`config.mk`:
```
export PLATFORM = sky130hd
export DESIGN_NAME = quadrant_conv3x3_flat
export DESIGN_NICKNAME = d
export VERILOG_FILES = /design/src/rtl/core/qc3_pkg.sv /design/src/rtl/core/qc3_ifs.sv /design/src/rtl/core/qc3_line_mem.sv /design/src/rtl/core/qc3_in_ctrl.sv /design/src/rtl/core/qc3_emit.sv /design/src/rtl/core/quadrant_conv3x3.sv /design/src/flat_wrapper.sv
export VERILOG_INCLUDE_DIRS = /design/src /design/src/rtl/core
export SDC_FILE = /design/constraint.sdc
export NUM_CORES = 2
export LEC_CHECK = 0
export ABC_AREA = 1
export BUFFER_PORTS_ARGS = -buffer_cell sky130_fd_sc_hd__clkbuf_2
export CAP_MARGIN = 20
export CORE_ASPECT_RATIO = 1.2
export CORE_MARGIN = 5
export CORE_UTILIZATION = 43
export DETAILED_ROUTE_END_ITERATION = 8
export MAX_ROUTING_LAYER = met4
export PLACE_DENSITY = 0.58
export SYNTH_ARGS = -nofsm -noshare
export SYNTH_HDL_FRONTEND = slang
export SYNTH_HIERARCHICAL = 1
export SYNTH_SLANG_ARGS = --single-unit
```
`constraint.sdc`:
```
create_clock -name clk -period 13.9 [get_ports clk]
set_input_delay 2.78 -clock clk [delete_from_list [all_inputs] [get_ports clk]]
set_output_delay 2.78 -clock clk [all_outputs]
set_load 0.05 [all_outputs]
```
`src/rtl/core/quadrant_conv3x3_defines.svh`:
```
// Assertion macros for the quadrant 3x3 convolution block.
// Expects clk and rst_n in the scope of each use.
`ifndef QUADRANT_CONV3X3_DEFINES_SVH
`define QUADRANT_CONV3X3_DEFINES_SVH

// same-cycle implication, disabled during reset
`define QC3_ASSERT_SAME(label, ante, cons, msg) \
  label: assert property (@(posedge clk) disable iff (!rst_n) (ante) |-> (cons)) \
    else $error(msg);

// next-cycle implication, disabled during reset
`define QC3_ASSERT_NEXT(label, ante, cons, msg) \
  label: assert property (@(posedge clk) disable iff (!rst_n) (ante) |=> (cons)) \
    else $error(msg);

`endif

```
`src/rtl/core/qc3_pkg.sv`:
```
// Shared constants, types and kernel functions of the quadrant 3x3 convolution.
// No dependencies; every other file but the defines header refers to it by scoped names.
package qc3_pkg;

  localparam int MAX_SIDE    = 32;
  localparam int SAMPLE_BITS = 16;
  localparam int MAX_HALF    = MAX_SIDE / 2;
  localparam int COORD_W     = $clog2(MAX_SIDE);
  localparam int STEP_W      = COORD_W + 1;
  localparam int VALUE_W     = 20;
  localparam int KSEL_W      = 2;
  localparam int HALF_W      = 5;
  localparam int SLOTS       = 3;
  localparam int SLOT_W      = 2;
  localparam int WORD_W      = SLOTS * SAMPLE_BITS;
  localparam int CFG_IDX_W   = 2;
  localparam int CFG_DATA_W  = 8;

  localparam logic [CFG_IDX_W-1:0] REG_KERNEL_SELECT = 2'd0;
  localparam logic [CFG_IDX_W-1:0] REG_HALF_SIZE     = 2'd1;

  localparam logic [KSEL_W-1:0] KSEL_IDENTITY  = 2'd0;
  localparam logic [KSEL_W-1:0] KSEL_PATTERN_A = 2'd1;
  localparam logic [KSEL_W-1:0] KSEL_PATTERN_B = 2'd2;

  localparam logic [1:0] COEF_ZERO = 2'd0;
  localparam logic [1:0] COEF_POS  = 2'd1;
  localparam logic [1:0] COEF_NEG  = 2'd2;

  localparam logic [SLOT_W-1:0] SLOT_0 = 2'd0;
  localparam logic [SLOT_W-1:0] SLOT_1 = 2'd1;
  localparam logic [SLOT_W-1:0] SLOT_2 = 2'd2;

  typedef logic signed [SAMPLE_BITS-1:0] sample_t;
  typedef logic [WORD_W-1:0] word_t;

  typedef struct packed {
    logic                   en;
    logic [COORD_W-1:0]     addr;
    logic [SLOT_W-1:0]      slot;
    sample_t                data;
  } mem_wr_t;

  typedef struct packed {
    logic                   start;
    logic [COORD_W-1:0]     orow;
    logic [SLOT_W-1:0]      mid_slot;
    logic                   two_rows;
  } emit_start_t;

  typedef struct packed {
    logic                   busy;
    logic [STEP_W-1:0]      ptr;
    logic [SLOTS-1:0]       slot_used;
  } emit_status_t;

  function automatic logic [SLOT_W-1:0] slot_inc(input logic [SLOT_W-1:0] s);
    logic [SLOT_W-1:0] r;
    case (s)
      SLOT_0:  r = SLOT_1;
      SLOT_1:  r = SLOT_2;
      default: r = SLOT_0;
    endcase
    return r;
  endfunction

  function automatic logic [SLOT_W-1:0] slot_dec(input logic [SLOT_W-1:0] s);
    logic [SLOT_W-1:0] r;
    case (s)
      SLOT_1:  r = SLOT_0;
      SLOT_2:  r = SLOT_1;
      default: r = SLOT_2;
    endcase
    return r;
  endfunction

  function automatic sample_t lane_of(input word_t w, input logic [SLOT_W-1:0] s);
    sample_t r;
    case (s)
      SLOT_1:  r = w[SAMPLE_BITS +: SAMPLE_BITS];
      SLOT_2:  r = w[2*SAMPLE_BITS +: SAMPLE_BITS];
      default: r = w[0 +: SAMPLE_BITS];
    endcase
    return r;
  endfunction

  // kernel table entry [kr][kc], unflipped
  function automatic logic [1:0] kernel_coef(input logic [KSEL_W-1:0] ksel,
                                             input logic [1:0] kr,
                                             input logic [1:0] kc);
    logic [3:0] idx;
    logic [1:0] r;
    idx = {1'b0, kr, 1'b0} + {2'b00, kr} + {2'b00, kc};
    r = COEF_ZERO;
    case (ksel)
      KSEL_IDENTITY: begin
        r = (idx == 4'd4) ? COEF_POS : COEF_ZERO;
      end
      KSEL_PATTERN_A: begin
        case (idx)
          4'd2, 4'd3, 4'd5: r = COEF_NEG;
          default:          r = COEF_POS;
        endcase
      end
      KSEL_PATTERN_B: begin
        case (idx)
          4'd1, 4'd6, 4'd7: r = COEF_POS;
          4'd2, 4'd3, 4'd5: r = COEF_NEG;
          default:          r = COEF_ZERO;
        endcase
      end
      default: r = COEF_ZERO;
    endcase
    return r;
  endfunction

endpackage

```
`src/rtl/core/qc3_ifs.sv`:
```
// Stream and configuration channel interfaces of the quadrant 3x3 convolution.
// Depends on qc3_pkg for field widths.
interface qc3_in_if;
  logic                      valid;
  logic                      ready;
  logic signed [qc3_pkg::SAMPLE_BITS-1:0] pixel;
  logic                      frame_start;
  modport source (output valid, pixel, frame_start, input ready);
  modport sink   (input valid, pixel, frame_start, output ready);
endinterface

interface qc3_out_if;
  logic                      valid;
  logic                      ready;
  logic signed [qc3_pkg::VALUE_W-1:0] value;
  logic [qc3_pkg::COORD_W-1:0] row;
  logic [qc3_pkg::COORD_W-1:0] col;
  logic                      run_last;
  logic                      frame_last;
  modport source (output valid, value, row, col, run_last, frame_last, input ready);
  modport sink   (input valid, value, row, col, run_last, frame_last, output ready);
endinterface

interface qc3_cfg_if;
  logic                      valid;
  logic                      ready;
  logic [qc3_pkg::CFG_IDX_W-1:0]  index;
  logic [qc3_pkg::CFG_DATA_W-1:0] data;
  modport source (output valid, index, data, input ready);
  modport sink   (input valid, index, data, output ready);
endinterface

```
`src/rtl/core/qc3_line_mem.sv`:
```
// Line buffer memory: one word per column, one sample lane per row slot.
// Lane write enable, registered read data. Depends on qc3_pkg.
module qc3_line_mem (
  input  logic                          clk,
  input  qc3_pkg::mem_wr_t              wr,
  input  logic                          rd_en,
  input  logic [qc3_pkg::COORD_W-1:0]   rd_addr,
  output qc3_pkg::word_t                rd_data
);

  qc3_pkg::word_t mem_r [qc3_pkg::MAX_SIDE];
  qc3_pkg::word_t rd_data_r;

  always_ff @(posedge clk) begin
    if (wr.en) begin
      mem_r[wr.addr][wr.slot * qc3_pkg::SAMPLE_BITS +: qc3_pkg::SAMPLE_BITS] <= wr.data;
    end
  end

  always_ff @(posedge clk) begin
    if (rd_en) begin
      rd_data_r <= mem_r[rd_addr];
    end
  end

  assign rd_data = rd_data_r;

endmodule

```
`src/rtl/core/qc3_in_ctrl.sv`:
```
// Input side: raster position, line buffer writes, row-end emission requests
// and the interlock against the running emission. Depends on qc3_pkg, qc3_ifs.
module qc3_in_ctrl (
  input  logic                          clk,
  input  logic                          rst_n,
  qc3_in_if.sink                        in_ch,
  input  logic [qc3_pkg::COORD_W-1:0]   h,
  input  qc3_pkg::emit_status_t         status,
  output qc3_pkg::mem_wr_t              wr,
  output qc3_pkg::emit_start_t          start
);

  logic [qc3_pkg::COORD_W-1:0] row_r, row_nxt;
  logic [qc3_pkg::COORD_W-1:0] col_r, col_nxt;
  logic [qc3_pkg::SLOT_W-1:0]  slot_r, slot_nxt;

  logic [qc3_pkg::COORD_W:0]   side;
  logic [qc3_pkg::COORD_W:0]   side_m1_w;
  logic [qc3_pkg::COORD_W-1:0] side_m1;
  logic [qc3_pkg::COORD_W-1:0] h_m1;
  logic                        restart;
  logic [qc3_pkg::COORD_W-1:0] eff_row, eff_col, lr;
  logic [qc3_pkg::SLOT_W-1:0]  eff_slot;
  logic                        row_end, emit_a, emit_b;
  logic                        hit, stall, accept;
  logic [qc3_pkg::COORD_W:0]   row_inc;

  assign side      = {h, 1'b0};
  assign side_m1_w = side - (qc3_pkg::COORD_W+1)'(1);
  assign side_m1   = side_m1_w[qc3_pkg::COORD_W-1:0];
  assign h_m1      = h - qc3_pkg::COORD_W'(1);

  assign restart  = in_ch.frame_start || ({1'b0, row_r} >= side) || ({1'b0, col_r} >= side);
  assign eff_row  = restart ? '0 : row_r;
  assign eff_col  = restart ? '0 : col_r;
  assign eff_slot = restart ? qc3_pkg::SLOT_0 : slot_r;

  assign row_end = (eff_col == side_m1);
  assign lr      = (eff_row < h) ? eff_row : eff_row - h;
  assign emit_a  = (lr != '0);
  assign emit_b  = (lr == h_m1);

  // hold writes that would land on a column the emission has not yet read, and row-ending pixels while it runs
  assign hit    = status.slot_used[eff_slot] && ({1'b0, eff_col} >= status.ptr);
  assign stall  = status.busy && (row_end || hit);
  assign accept = in_ch.valid && !stall;

  assign in_ch.ready = !stall;

  assign wr.en   = accept;
  assign wr.addr = eff_col;
  assign wr.slot = eff_slot;
  assign wr.data = in_ch.pixel;

  assign start.start    = accept && row_end && (emit_a || emit_b);
  assign start.orow     = emit_a ? eff_row - qc3_pkg::COORD_W'(1) : eff_row;
  assign start.mid_slot = emit_a ? qc3_pkg::slot_dec(eff_slot) : eff_slot;
  assign start.two_rows = emit_a && emit_b;

  assign row_inc = {1'b0, eff_row} + (qc3_pkg::COORD_W+1)'(1);

  always_comb begin
    row_nxt  = row_r;
    col_nxt  = col_r;
    slot_nxt = slot_r;
    if (accept) begin
      if (row_end) begin
        col_nxt = '0;
        if (row_inc >= side) begin
          row_nxt  = '0;
          slot_nxt = qc3_pkg::SLOT_0;
        end else begin
          row_nxt  = row_inc[qc3_pkg::COORD_W-1:0];
          slot_nxt = qc3_pkg::slot_inc(eff_slot);
        end
      end else begin
        col_nxt  = eff_col + qc3_pkg::COORD_W'(1);
        row_nxt  = eff_row;
        slot_nxt = eff_slot;
      end
    end
  end

  always_ff @(posedge clk) begin
    if (!rst_n) begin
      row_r  <= '0;
      col_r  <= '0;
      slot_r <= qc3_pkg::SLOT_0;
    end else begin
      row_r  <= row_nxt;
      col_r  <= col_nxt;
      slot_r <= slot_nxt;
    end
  end

endmodule

```
`src/rtl/core/qc3_emit.sv`:
```
// Emission sequencer: sweeps the line buffer column by column, keeps a
// three-column window, sums the masked 3x3 taps and drives the result register.
// Depends on qc3_pkg, qc3_ifs.
module qc3_emit (
  input  logic                          clk,
  input  logic                          rst_n,
  input  logic [qc3_pkg::COORD_W-1:0]   h,
  input  logic [qc3_pkg::KSEL_W-1:0]    ksel,
  input  qc3_pkg::emit_start_t          start,
  input  qc3_pkg::word_t                rd_data,
  output logic                          rd_en,
  output logic [qc3_pkg::COORD_W-1:0]   rd_addr,
  output qc3_pkg::emit_status_t         status,
  qc3_out_if.source                     out_ch
);

  logic                          busy_r, busy_nxt;
  logic [qc3_pkg::STEP_W-1:0]    step_r, step_nxt;
  logic [qc3_pkg::COORD_W-1:0]   orow_r, orow_nxt;
  logic [qc3_pkg::SLOT_W-1:0]    mid_r, mid_nxt;
  logic                          second_r, second_nxt;
  qc3_pkg::word_t                win0_r, win1_r;

  logic                          out_valid_r;
  logic signed [qc3_pkg::VALUE_W-1:0] value_r;
  logic [qc3_pkg::COORD_W-1:0]   row_r, col_r;
  logic                          run_last_r, frame_last_r;

  logic [qc3_pkg::STEP_W-1:0]    side, side_p1, c_w;
  logic [qc3_pkg::COORD_W-1:0]   side_m1, c, ct, ct_end, bt, bt_end;
  logic                          advance, out_step, last_step;
  logic [2:0]                    rv, cv;
  logic [qc3_pkg::SLOT_W-1:0]    top_slot, bot_slot;
  logic [qc3_pkg::SLOT_W-1:0]    rs [3];
  qc3_pkg::word_t                cw [3];
  logic signed [qc3_pkg::VALUE_W-1:0] acc;

  assign side     = {h, 1'b0};
  assign side_p1  = side + qc3_pkg::STEP_W'(1);
  assign side_m1  = h + h - qc3_pkg::COORD_W'(1);
  assign c_w      = step_r - qc3_pkg::STEP_W'(2);
  assign c        = c_w[qc3_pkg::COORD_W-1:0];

  assign advance   = busy_r && (!out_valid_r || out_ch.ready);
  assign out_step  = (step_r >= qc3_pkg::STEP_W'(2));
  assign last_step = (step_r == side_p1);

  assign rd_en   = advance && (step_r < side);
  assign rd_addr = step_r[qc3_pkg::COORD_W-1:0];

  assign bt     = (orow_r < h) ? '0 : h;
  assign bt_end = bt + h - qc3_pkg::COORD_W'(1);
  assign ct     = (c < h) ? '0 : h;
  assign ct_end = ct + h - qc3_pkg::COORD_W'(1);

  assign rv = {orow_r != bt_end, 1'b1, orow_r != bt};
  assign cv = {c != ct_end, 1'b1, c != ct};

  assign top_slot = qc3_pkg::slot_dec(mid_r);
  assign bot_slot = qc3_pkg::slot_inc(mid_r);
  assign rs[0] = top_slot;
  assign rs[1] = mid_r;
  assign rs[2] = bot_slot;
  assign cw[0] = win0_r;
  assign cw[1] = win1_r;
  assign cw[2] = rd_data;

  always_comb begin
    qc3_pkg::sample_t s;
    logic signed [qc3_pkg::VALUE_W-1:0] ext;
    logic [1:0] coef;
    acc = '0;
    for (int kr = 0; kr < 3; kr++) begin
      for (int kc = 0; kc < 3; kc++) begin
        s    = qc3_pkg::lane_of(cw[kc], rs[kr]);
        ext  = {{(qc3_pkg::VALUE_W-qc3_pkg::SAMPLE_BITS){s[qc3_pkg::SAMPLE_BITS-1]}}, s};
        coef = qc3_pkg::kernel_coef(ksel, 2'(2 - kr), 2'(2 - kc));
        if (rv[kr] && cv[kc]) begin
          case (coef)
            qc3_pkg::COEF_POS: acc = acc + ext;
            qc3_pkg::COEF_NEG: acc = acc - ext;
            default:           acc = acc;
          endcase
        end
      end
    end
  end

  always_comb begin
    status.busy      = busy_r;
    status.ptr       = step_r;
    status.slot_used = '0;
    status.slot_used[mid_r]    = 1'b1;
    status.slot_used[top_slot] = rv[0];
    status.slot_used[bot_slot] = rv[2];
  end

  always_comb begin
    busy_nxt   = busy_r;
    step_nxt   = step_r;
    orow_nxt   = orow_r;
    mid_nxt    = mid_r;
    second_nxt = second_r;
    if (start.start) begin
      busy_nxt   = 1'b1;
      step_nxt   = '0;
      orow_nxt   = start.orow;
      mid_nxt    = start.mid_slot;
      second_nxt = start.two_rows;
    end else if (advance) begin
      if (last_step) begin
        step_nxt = '0;
        if (second_r) begin
          orow_nxt   = orow_r + qc3_pkg::COORD_W'(1);
          mid_nxt    = bot_slot;
          second_nxt = 1'b0;
        end else begin
          busy_nxt = 1'b0;
        end
      end else begin
        step_nxt = step_r + qc3_pkg::STEP_W'(1);
      end
    end
  end

  always_ff @(posedge clk) begin
    if (!rst_n) begin
      busy_r   <= 1'b0;
      step_r   <= '0;
      second_r <= 1'b0;
    end else begin
      busy_r   <= busy_nxt;
      step_r   <= step_nxt;
      second_r <= second_nxt;
    end
  end

  always_ff @(posedge clk) begin
    orow_r <= orow_nxt;
    mid_r  <= mid_nxt;
    if (advance) begin
      win0_r <= win1_r;
      win1_r <= rd_data;
    end
  end

  always_ff @(posedge clk) begin
    if (!rst_n) begin
      out_valid_r <= 1'b0;
    end else if (advance && out_step) begin
      out_valid_r <= 1'b1;
    end else if (out_ch.ready) begin
      out_valid_r <= 1'b0;
    end
  end

  always_ff @(posedge clk) begin
    if (advance && out_step) begin
      value_r      <= acc;
      row_r        <= orow_r;
      col_r        <= c;
      run_last_r   <= (c == side_m1) && !second_r;
      frame_last_r <= (c == side_m1) && (orow_r == side_m1);
    end
  end

  assign out_ch.valid      = out_valid_r;
  assign out_ch.value      = value_r;
  assign out_ch.row        = row_r;
  assign out_ch.col        = col_r;
  assign out_ch.run_last   = run_last_r;
  assign out_ch.frame_last = frame_last_r;

endmodule

```
`src/rtl/core/quadrant_conv3x3.sv`:
```
// Top level of the quadrant 3x3 convolution: configuration registers, input
// control, line buffer memory and emission. Depends on qc3_pkg, qc3_ifs, defines.
//
//   channel  dir  handshake      payload
//   in_ch    in   valid/ready    pixel, frame_start
//   out_ch   out  valid/ready    value, row, col, run_last, frame_last
//   cfg_ch   in   valid/ready    index, data (always ready)
//
// A pixel is written into the line buffer in the cycle it transfers; pixels
// keep streaming while an output row drains, as long as they land on columns
// already read. Each output row of side S sweeps the single memory read port,
// one column per cycle while results are taken; a row-ending pixel waits
// until the running emission is done and transfers the cycle after.
// Reset clears position, configuration and the busy, step and output valid
// state of the sequencer; the line buffer is not cleared.
// A stalled result holds the sweep and the read port in place.
`include "quadrant_conv3x3_defines.svh"

module quadrant_conv3x3 (
  input  logic       clk,
  input  logic       rst_n,
  qc3_in_if.sink     in_ch,
  qc3_out_if.source  out_ch,
  qc3_cfg_if.sink    cfg_ch
);

  logic [qc3_pkg::KSEL_W-1:0]  ksel_r, ksel_nxt;
  logic [qc3_pkg::HALF_W-1:0]  half_r, half_nxt;
  logic [qc3_pkg::COORD_W-1:0] h_eff;

  qc3_pkg::mem_wr_t            wr;
  qc3_pkg::emit_start_t        start;
  qc3_pkg::emit_status_t       status;
  qc3_pkg::word_t              rd_data;
  logic                        rd_en;
  logic [qc3_pkg::COORD_W-1:0] rd_addr;
  logic                        wr_col_read;

  assign cfg_ch.ready = 1'b1;

  always_comb begin
    ksel_nxt = ksel_r;
    half_nxt = half_r;
    if (cfg_ch.valid) begin
      case (cfg_ch.index)
        qc3_pkg::REG_KERNEL_SELECT: ksel_nxt = cfg_ch.data[qc3_pkg::KSEL_W-1:0];
        qc3_pkg::REG_HALF_SIZE:     half_nxt = cfg_ch.data[qc3_pkg::HALF_W-1:0];
        default:                    ksel_nxt = ksel_r;
      endcase
    end
  end

  always_ff @(posedge clk) begin
    if (!rst_n) begin
      ksel_r <= qc3_pkg::KSEL_IDENTITY;
      half_r <= qc3_pkg::HALF_W'(qc3_pkg::MAX_HALF);
    end else begin
      ksel_r <= ksel_nxt;
      half_r <= half_nxt;
    end
  end

  always_comb begin
    if (half_r == '0) begin
      h_eff = qc3_pkg::COORD_W'(1);
    end else if (half_r > qc3_pkg::HALF_W'(qc3_pkg::MAX_HALF)) begin
      h_eff = qc3_pkg::COORD_W'(qc3_pkg::MAX_HALF);
    end else begin
      h_eff = qc3_pkg::COORD_W'(half_r);
    end
  end

  qc3_in_ctrl u_in_ctrl (
    .clk    (clk),
    .rst_n  (rst_n),
    .in_ch  (in_ch),
    .h      (h_eff),
    .status (status),
    .wr     (wr),
    .start  (start)
  );

  qc3_line_mem u_line_mem (
    .clk     (clk),
    .wr      (wr),
    .rd_en   (rd_en),
    .rd_addr (rd_addr),
    .rd_data (rd_data)
  );

  qc3_emit u_emit (
    .clk     (clk),
    .rst_n   (rst_n),
    .h       (h_eff),
    .ksel    (ksel_r),
    .start   (start),
    .rd_data (rd_data),
    .rd_en   (rd_en),
    .rd_addr (rd_addr),
    .status  (status),
    .out_ch  (out_ch)
  );

  assign wr_col_read = ({1'b0, wr.addr} < status.ptr);

  `QC3_ASSERT_SAME(a_start_idle, start.start, !status.busy, "emission started while busy")
  `QC3_ASSERT_NEXT(a_start_busy, start.start, status.busy, "emission did not start")
  `QC3_ASSERT_SAME(a_wr_safe, wr.en && status.busy && status.slot_used[wr.slot], wr_col_read, "write clobbers unread column")
  `QC3_ASSERT_SAME(a_frame_run, out_ch.valid && out_ch.frame_last, out_ch.run_last, "frame end without run end")

endmodule
```
`src/flat_wrapper.sv`:
```
// flat-port wrapper written by rule: the top's interface ports become plain ports
module quadrant_conv3x3_flat 
  (clk, rst_n, in_ch_valid, in_ch_pixel, in_ch_frame_start, in_ch_ready, out_ch_valid, out_ch_value, out_ch_row, out_ch_col, out_ch_run_last, out_ch_frame_last, out_ch_ready, cfg_ch_valid, cfg_ch_index, cfg_ch_data, cfg_ch_ready);
  qc3_in_if in_ch_i ();
  qc3_out_if out_ch_i ();
  qc3_cfg_if cfg_ch_i ();
  input  logic clk;
  input  logic rst_n;
  input wire logic [$bits(in_ch_i.valid)-1:0] in_ch_valid;
  input wire logic [$bits(in_ch_i.pixel)-1:0] in_ch_pixel;
  input wire logic [$bits(in_ch_i.frame_start)-1:0] in_ch_frame_start;
  output wire logic [$bits(in_ch_i.ready)-1:0] in_ch_ready;
  output wire logic [$bits(out_ch_i.valid)-1:0] out_ch_valid;
  output wire logic [$bits(out_ch_i.value)-1:0] out_ch_value;
  output wire logic [$bits(out_ch_i.row)-1:0] out_ch_row;
  output wire logic [$bits(out_ch_i.col)-1:0] out_ch_col;
  output wire logic [$bits(out_ch_i.run_last)-1:0] out_ch_run_last;
  output wire logic [$bits(out_ch_i.frame_last)-1:0] out_ch_frame_last;
  input wire logic [$bits(out_ch_i.ready)-1:0] out_ch_ready;
  input wire logic [$bits(cfg_ch_i.valid)-1:0] cfg_ch_valid;
  input wire logic [$bits(cfg_ch_i.index)-1:0] cfg_ch_index;
  input wire logic [$bits(cfg_ch_i.data)-1:0] cfg_ch_data;
  output wire logic [$bits(cfg_ch_i.ready)-1:0] cfg_ch_ready;
  assign in_ch_i.valid = in_ch_valid;
  assign in_ch_i.pixel = in_ch_pixel;
  assign in_ch_i.frame_start = in_ch_frame_start;
  assign in_ch_ready = in_ch_i.ready;
  assign out_ch_valid = out_ch_i.valid;
  assign out_ch_value = out_ch_i.value;
  assign out_ch_row = out_ch_i.row;
  assign out_ch_col = out_ch_i.col;
  assign out_ch_run_last = out_ch_i.run_last;
  assign out_ch_frame_last = out_ch_i.frame_last;
  assign out_ch_i.ready = out_ch_ready;
  assign cfg_ch_i.valid = cfg_ch_valid;
  assign cfg_ch_i.index = cfg_ch_index;
  assign cfg_ch_i.data = cfg_ch_data;
  assign cfg_ch_ready = cfg_ch_i.ready;
  quadrant_conv3x3 u_core (.clk(clk), .rst_n(rst_n), .in_ch(in_ch_i), .out_ch(out_ch_i), .cfg_ch(cfg_ch_i));
endmodule
```
Yosys cells after proc, flatten, opt, wreduce, memory -nomap -nowiden
Memory sizes are Yosys's and may differ from the RTL's. A register that Yosys moved wholly into a read port is not among the register bits.
Cells that the tools add are included.
- memories: 1
- memory bits (writable): 1536
- output and inout bits: 35
- logic and storage cells: 225
- bits in registers: 163
- bits of input ports: 32
- bitwise gates (word level): 1
- multiplexer cells: 79
- reduce and logical (&&, ||, !) cells: 44
- $lt $le $gt $ge: 17
- shift-type cells: 2
- add/subtract/negate cells: 34
- eq/ne operators: 29
- memory list (memory ; words ; width ; rd ports ; clocked after memory_dff ; wr ports ; RTL line ; text):
    u_core.u_line_mem.mem_r ; 32 ; 48 ; 1 ; 1 ; 1 ; qc3_line_mem.sv:11 ; qc3_pkg::word_t mem_r [qc3_pkg::MAX_SIDE];
- operators by type and width (cell ; count):
    one-hot mux 20 bit (2 select lines) ; 9
    one-hot mux 16 bit (2 select lines) ; 9
    adder 20 x 16 -> 20 bit ; 8
    2-to-1 mux 20 bit ; 8
    subtractor 20 x 16 -> 20 bit ; 8
    2-to-1 mux 5 bit ; 15
    2-to-1 mux 48 bit ; 1
    variable shift 16 x 34 -> 48 bit (first input constant) ; 1
    variable part select 16 x 34 -> 48 bit ; 1
    negator 6 -> 34 bit ; 1
    subtractor 5 x 1 -> 5 bit (second input constant) ; 6
    equality test 2 x 1 -> 1 bit (second input constant) ; 10
    equality test 5 bit ; 4
    inequality test 5 bit ; 4
    equality test 2 bit (second input constant) ; 9
    >= comparator 5 x 6 -> 1 bit ; 3
    logical AND 1 bit ; 18
    2-to-1 mux 2 bit ; 9
    2-to-1 mux 1 bit ; 17
    subtractor 1 x 16 -> 17 bit (first input constant) ; 1
    one-hot mux 2 bit (2 select lines) ; 4
    adder 5 bit ; 3
    < comparator 5 bit ; 3
    adder 6 x 1 -> 6 bit (second input constant) ; 2
    26 further kinds ; 52

Logic depth before layout (Yosys ltp)
- depth in word-level cells: 31
- depth in mapped cells: 91
- depth with buffers taken out: 89

By module
Netlist, hierarchy kept.
- modules (own cells, without submodules) (module ; times used ; cells an instance ; seq. area each (µm²) ; area each (µm²)):
    qc3_line_mem ; 1 ; 5467 ; 47565.6 ; 64307.9
    qc3_emit ; 1 ; 2619 ; 4234.1 ; 18268.8
    qc3_in_ctrl ; 1 ; 380 ; 240.2 ; 2307.2
    quadrant_conv3x3 ; 1 ; 53 ; 140.1 ; 342.8

Worst setup path before layout
OpenSTA, ideal clock, no wires.
- path kind: flip-flop to flip-flop
- start point: register u_core/u_emit/step_r[1] (netlist name)
- end point: register u_core.u_emit.value_r (netlist bit u_core/u_emit/out_ch.value[19]) (data pin)
- required time: 13642 ps
- setup time: 258 ps
- setup slack: 2138 ps
- stages on the path, launching flop included: 79
- buffers on the path: 1
- data arrival time: 11505 ps
- period minus slack after synthesis: 11762 ps
- cell sequence: dfxtp_1 -> inv_1 -> ha_1 -> xnor2_1 -> inv_1 -> ha_1 -> nand2_1 -> nor2_1 -> nand2_1 -> nand3_2 -> buf_4 -> nand2_1 -> nand2_1 -> nand2_1 -> nand3_1 -> inv_1 -> nand2_4 -> nand2_1 -> [43 not listed] -> nand2_1 -> o211ai_1 -> a31oi_1 -> xor2_1 -> a21oi_1 -> ha_1 -> nand2_1 -> o21ai_0 -> a21oi_1 -> o21ai_0 -> a21oi_1 -> o21bai_1 -> a21oi_1 -> o21bai_1 -> o21ai_0 -> a21oi_1 -> xor2_1 -> xnor2_1
- cells in the longest elaborated chain, start to end: 29
- elaborated cells between the ends (all ways): 43
- classes of those cells: add/sub (19); order compare (1); eq/ne (2); mux (17); reduce/logical (4)
- RTL lines (element ; RTL line ; text):
    from (decl) ; qc3_emit.sv:18 ; logic [qc3_pkg::STEP_W-1:0] step_r, step_nxt;
    from (signal assigned) ; qc3_emit.sv:133 ; step_r <= step_nxt;
    subtractor 5 x 2 -> 5 bit * ; qc3_emit.sv:41 ; assign c_w = step_r - qc3_pkg::STEP_W'(2);
    named net u_core.u_emit.c_w (one bit) ; qc3_emit.sv:29 ; logic [qc3_pkg::STEP_W-1:0] side, side_p1, c_w;
    < comparator 5 bit ; qc3_emit.sv:53 ; assign ct = (c < h) ? '0 : h;
    2-to-1 mux 5 bit ; qc3_emit.sv:53 ;
    inequality test 5 bit ; qc3_emit.sv:57 ; assign cv = {c != ct_end, 1'b1, c != ct};
    logical AND 1 bit ; qc3_emit.sv:78 ; if (rv[kr] && cv[kc]) begin
    2-to-1 mux 20 bit ; qc3_emit.sv:78 ;
    subtractor 20 x 16 -> 20 bit / adder 20 x 16 -> 20 bit (equally long branches) ; qc3_emit.sv:81, qc3_emit.sv:80 ;
    [15 not listed] ; - ;
    2-to-1 mux 20 bit ; qc3_emit.sv:78 ;
    subtractor 20 x 16 -> 20 bit / adder 20 x 16 -> 20 bit (equally long branches) ; qc3_emit.sv:81, qc3_emit.sv:80 ;
    one-hot mux 20 bit (2 select lines) ; qc3_emit.sv:79 ; case (coef)
    2-to-1 mux 20 bit ; qc3_emit.sv:78 ;
    subtractor 20 x 16 -> 20 bit / adder 20 x 16 -> 20 bit (equally long branches) ; qc3_emit.sv:81, qc3_emit.sv:80 ;
    one-hot mux 20 bit (2 select lines) ; qc3_emit.sv:79 ;
    2-to-1 mux 20 bit * ; qc3_emit.sv:78 ;
    named net u_core.u_emit.acc (one bit) ; qc3_emit.sv:36 ; logic signed [qc3_pkg::VALUE_W-1:0] acc;
    to (signal assigned) ; qc3_emit.sv:159 ; value_r <= acc;
    to (decl) ; qc3_emit.sv:25 ; logic signed [qc3_pkg::VALUE_W-1:0] value_r;
Mark *: on every way through the listed nets, which the timed path passes. The rest lies on a longest branch.
A chain may end at the register's enable or synchronous reset.

Final worst setup path
- start point: register u_core/half_r[0] (netlist name)
- end point: register u_core.u_emit.value_r (netlist bit u_core/u_emit/out_ch.value[18]) (data pin)
- cells in the longest elaborated chain, start to end: 31
- elaborated cells between the ends (all ways): 52
- classes of those cells: add/sub (20); order compare (3); eq/ne (4); mux (20); reduce/logical (5)
- RTL lines (element ; RTL line ; text):
    from (decl) ; quadrant_conv3x3.sv:28 ; logic [qc3_pkg::HALF_W-1:0] half_r, half_nxt;
    from (signal assigned) ; quadrant_conv3x3.sv:56 ; half_r <= qc3_pkg::HALF_W'(qc3_pkg::MAX_HALF);
    from (signal assigned) ; quadrant_conv3x3.sv:59 ; half_r <= half_nxt;
    greater-than comparator 5 bit ; quadrant_conv3x3.sv:66 ; end else if (half_r > qc3_pkg::HALF_W'(qc3_pkg::MAX_HALF)) begin
    2-to-1 mux 5 bit ; quadrant_conv3x3.sv:66 ;
    2-to-1 mux 5 bit * ; quadrant_conv3x3.sv:64 ; if (half_r == '0) begin
    named net u_core.h_eff (one bit) ; quadrant_conv3x3.sv:29 ; logic [qc3_pkg::COORD_W-1:0] h_eff;
    < comparator 5 bit (on tied branches) ; qc3_emit.sv:51, qc3_emit.sv:53 ;
    2-to-1 mux 5 bit (on tied branches) ; qc3_emit.sv:51, qc3_emit.sv:53 ;
    inequality test 5 bit (on tied branches) ; qc3_emit.sv:56, qc3_emit.sv:57 ;
    logical AND 1 bit ; qc3_emit.sv:78 ;
    [17 not listed] ; - ;
    2-to-1 mux 20 bit ; qc3_emit.sv:78 ;
    subtractor 20 x 16 -> 20 bit / adder 20 x 16 -> 20 bit (equally long branches) ; qc3_emit.sv:81, qc3_emit.sv:80 ;
    one-hot mux 20 bit (2 select lines) ; qc3_emit.sv:79 ;
    2-to-1 mux 20 bit ; qc3_emit.sv:78 ;
    subtractor 20 x 16 -> 20 bit / adder 20 x 16 -> 20 bit (equally long branches) ; qc3_emit.sv:81, qc3_emit.sv:80 ;
    one-hot mux 20 bit (2 select lines) ; qc3_emit.sv:79 ;
    2-to-1 mux 20 bit * ; qc3_emit.sv:78 ;
    named net u_core.u_emit.acc (one bit) ; qc3_emit.sv:36 ;
Marked as above.

==> impl_metrics.env <==
export IMPL_end_kind="flip-flop"
export IMPL_antenna_found_initial=6
export IMPL_synth_top_family_by_area="simple AND/OR/NAND/NOR gates"
export IMPL_root_buffer="clkbuf_16"
export IMPL_cts_sinks=1747
export IMPL_synth_nets=8779
export IMPL_path_class="reg2reg"
export IMPL_cts_tree="done"
export IMPL_fin_cells=11300
export IMPL_slew_headroom_pct=21.8
export IMPL_r2r_start="u_core/half_r[0]"
export IMPL_drt_wl_total_microns=249000
export IMPL_grt_pass1_vias=58300
export IMPL_fp_row_count=179
export IMPL_synth_main_ff_cell="edfxtp_1"
export IMPL_die_area_sq_um=207000
export IMPL_hold_depth=0
export IMPL_ys_seq_area_share_pct=61.2
export IMPL_grt_ovfl_total=0
export IMPL_fin_ws_ns=1.17
export IMPL_crit_arrival_ns=13.31
export IMPL_avgSynthCellArea_sq_um=10.0
export IMPL_gp_congestion=0.959
export IMPL_yosysTopAreaCell="edfxtp_1"
export IMPL_netlist_area_sq_um=85200
export IMPL_synth_xor_area_share_pct=1.46
export IMPL_drt_iter0_drc=6112
export IMPL_wl_per_cell_microns=22.0
export IMPL_ir_drop_v=0.000135
export IMPL_setup_viol=0
export IMPL_die_h_microns=498
export IMPL_nets=8820
export IMPL_multiInputGateArea_sq_um=29200
export IMPL_finalSetupTns_ns=0
export IMPL_muxShareOfSynthArea_pct=0.0235
export IMPL_synth_cells=8519
export IMPL_hp_class="reg2reg"
export IMPL_fill_cells=18000
export IMPL_synth_compound_area_share_pct=5.13
export IMPL_drive_above_1_share_pct=10.4
export IMPL_leakagePower_nw=36.2
export IMPL_cp_start_kind="flip-flop"
export IMPL_dr_pass1_iters=6
export IMPL_grt_first_pass_wirelength_microns=371000
export IMPL_ys_seq_elements=1747
export IMPL_cp_slowest_cell="fa_1"
export IMPL_drc_errors=0
export IMPL_htreeDepth=4
export IMPL_yosys_top_cells_area="edfxtp_1 61%, nand2_1 13%, nand3_1 7.8%"
export IMPL_hp_start="u_core/u_emit/win1_r[34]"
export IMPL_port_buffers=62
export IMPL_clk_path_buf_depth=3
export IMPL_num_vias=61900
export IMPL_clk_pin_slew_worst_paths_ns=0.07
export IMPL_synth_fa_ha_area_share_pct=3.44
export IMPL_die_x_microns=416
export IMPL_synth_edf_count=1719
export IMPL_dp_cells=11000
export IMPL_rsz0062_at_grt="false"
export IMPL_maxCapViolCount=0
export IMPL_detail_route_vias_per_cell=5.46
export IMPL_ios=67
export IMPL_start_util_pct=43.1
export IMPL_cpMostUsedCell="nand2_1"
export IMPL_grt_usage_pct=24.2
export IMPL_crit_path_max_incr_delay_ns=0.46
export IMPL_r2r_cells=81
export IMPL_status="completed"
export IMPL_final_util_pct=48.0
export IMPL_hold_violations=0
export IMPL_worst_pin_slew_ns=1.17
export IMPL_ys_types=70
export IMPL_dp_slack_ns=0.486
export IMPL_async_reset_ff_share_pct=0
export IMPL_core_area_sq_um=198000
export IMPL_area_delta_synth_final_pct=11.3
export IMPL_post_dp_hpwl_microns=157000
export IMPL_min_period_over_period_pct=91.6
export IMPL_antenna_left=0
export IMPL_synth_top_area_share_pct=60.6
export IMPL_fmax_ghz=0.0786
export IMPL_required_ns=14.48
export IMPL_grt_start_max_net_pins=244
export IMPL_drv_slew=0
export IMPL_whs_ns=0.445
export IMPL_critical_path_peak_fanout=12
export IMPL_p_per_area_nw_per_um2=128
export IMPL_timing_final_crit_period_ns=12.73
export IMPL_yosys_area_share_simple_pct=23.5
export IMPL_worstSkewPairLatency_ns=0.85
export IMPL_clock_skew_ns=0.0460
export IMPL_ys_warn_count=6
export IMPL_cts_buffers=179
export IMPL_crit_start="u_core/half_r[0]"
export IMPL_regArea_sq_um=52200
export IMPL_worst_r2r_setup_slack_ns=1.17
cells in the final DEF, fill, tap and decap left out, types with 17 or more instances in the layout:
master / Yosys / final
o22ai_1: 23 / 23
a21oi_2: 6 / 20
nor3_2: 1 / 50
clkbuf_2: 0 / 62
nand3_2: 24 / 23
nor3_1: 69 / 20
xnor2_1: 51 / 51
clkbuf_16: 0 / 179
nand2_1: 2848 / 2845
a21oi_1: 250 / 236
ha_1: 217 / 213
clkbuf_1: 136 / 45
clkinv_1: 3 / 51
nand2_2: 20 / 23
xor2_1: 82 / 81
o21ai_0: 219 / 200
nand3_1: 1331 / 1331
dfxtp_1: 28 / 23
o21ai_2: 16 / 22
inv_1: 466 / 462
buf_4: 74 / 260
or2_2: 31 / 31
a221oi_1: 19 / 19
o21ai_1: 24 / 37
nand4_1: 17 / 17
o211ai_1: 22 / 22
edfxtp_1: 1719 / 1719
nor2_1: 319 / 238
clkinv_2: 0 / 23
o221ai_1: 60 / 60
nor2_2: 11 / 92
worst max-delay path: cells and delay by family (launching register included):
kind            cells  cell delay [ns]
fa+ha+maj          10             3.33
buf+inv            16             1.50
flops               1             0.31
compound gates     21             3.49
xor+xnor            5             0.77
simple gates       29             3.06
sequential cells by signal, indices dropped and copies added (netlist names), 5 cells and up:
signal,flops
u_core/u_line_mem/mem_r,1536
u_core/u_emit/win0_r,48
u_core/u_emit/win1_r,48
u_core/u_line_mem/rd_data,48
u_core/u_emit/out_ch.value,20
u_core/u_emit/step_r,6
u_core/half_r,5
u_core/u_emit/orow_r,5
u_core/u_emit/out_ch.col,5
u_core/u_emit/out_ch.row,5
u_core/u_in_ctrl/col_r,5
u_core/u_in_ctrl/row_r,5
synthesized netlist by cell type (all sizes together) (19+ instances only):
cell type / n
nor2: 335
o22ai: 23
ha: 217
nand2: 2874
o211ai: 22
nand3: 1357
edfxtp: 1719
a21oi: 256
clkbuf: 136
or2: 34
nor3: 70
inv: 484
o21ai: 259
o221ai: 62
xor2: 87
dfxtp: 28
xnor2: 51
nand4: 19
buf: 344
a221oi: 19
report_power, final:
part | internal, W | switching [W] | total, W
clock | 0.00263 | 0.00208 | 0.00471
sequential | 0.00579 | 0.00000626 | 0.00580
combinational | 0.000621 | 0.000999 | 0.00162
total | 0.00904 | 0.00309 | 0.0121
kinds of logic after synthesis:
kind of cell / count (synthesis)
compound gates: 726
xor+xnor: 138
fa+ha+maj: 228
buf+inv: 967
flops: 1747
mux: 2
other cells: 1
simple gates: 4710
timing repair:
item / CTS / global route
hold buffers: 0 / 0
setup buffers: 0 / 2
gates resized for setup: 0 / 48
endpoints found under the setup margin: 0 / 5
per-layer routing:
metal / global-route usage [%] / vias to the layer above / share of wire [%]
li1: - / 29400 / -
met5: - / - / 0
met4: 10.0 / 0 / 4.7
met3: 2.79 / 470 / 6.0
met1: 30.6 / 29900 / 41
met2: 39.6 / 2074 / 49
stage by stage:
stage	power (W)	instance area, sq um
6_report	0.0121	94800
2_1_floorplan	0.00699	85200
3_3_place_gp	0.00746	88800
4_1_cts	0.0122	94600
3_5_place_dp	0.00749	88900
5_1_grt	0.0126	94800
path summary, 6_finish.rpt:
path | endpoint
min reg2reg | u_core/u_emit/win0_r[34]
max reg2reg | u_core/u_emit/out_ch.value[18]
max | u_core/u_emit/out_ch.value[18]
min | u_core/u_emit/win0_r[34]
layout make-up:
| class | instances | area share (%) |
|---|---|---|
| sequential | 1747 | 55.0 |
| multi-input combinational | 5805 | 30.8 |
| clock buffer | 224 | 4.90 |
| tap | 2624 | 3.46 |
| timing repair buffer | 340 | 2.71 |
| inverter | 487 | 1.97 |
| clock inverter | 108 | 1.15 |
| antenna | 2 | 0.00528 |
Note: power is estimated with default switching activity, not from simulation.
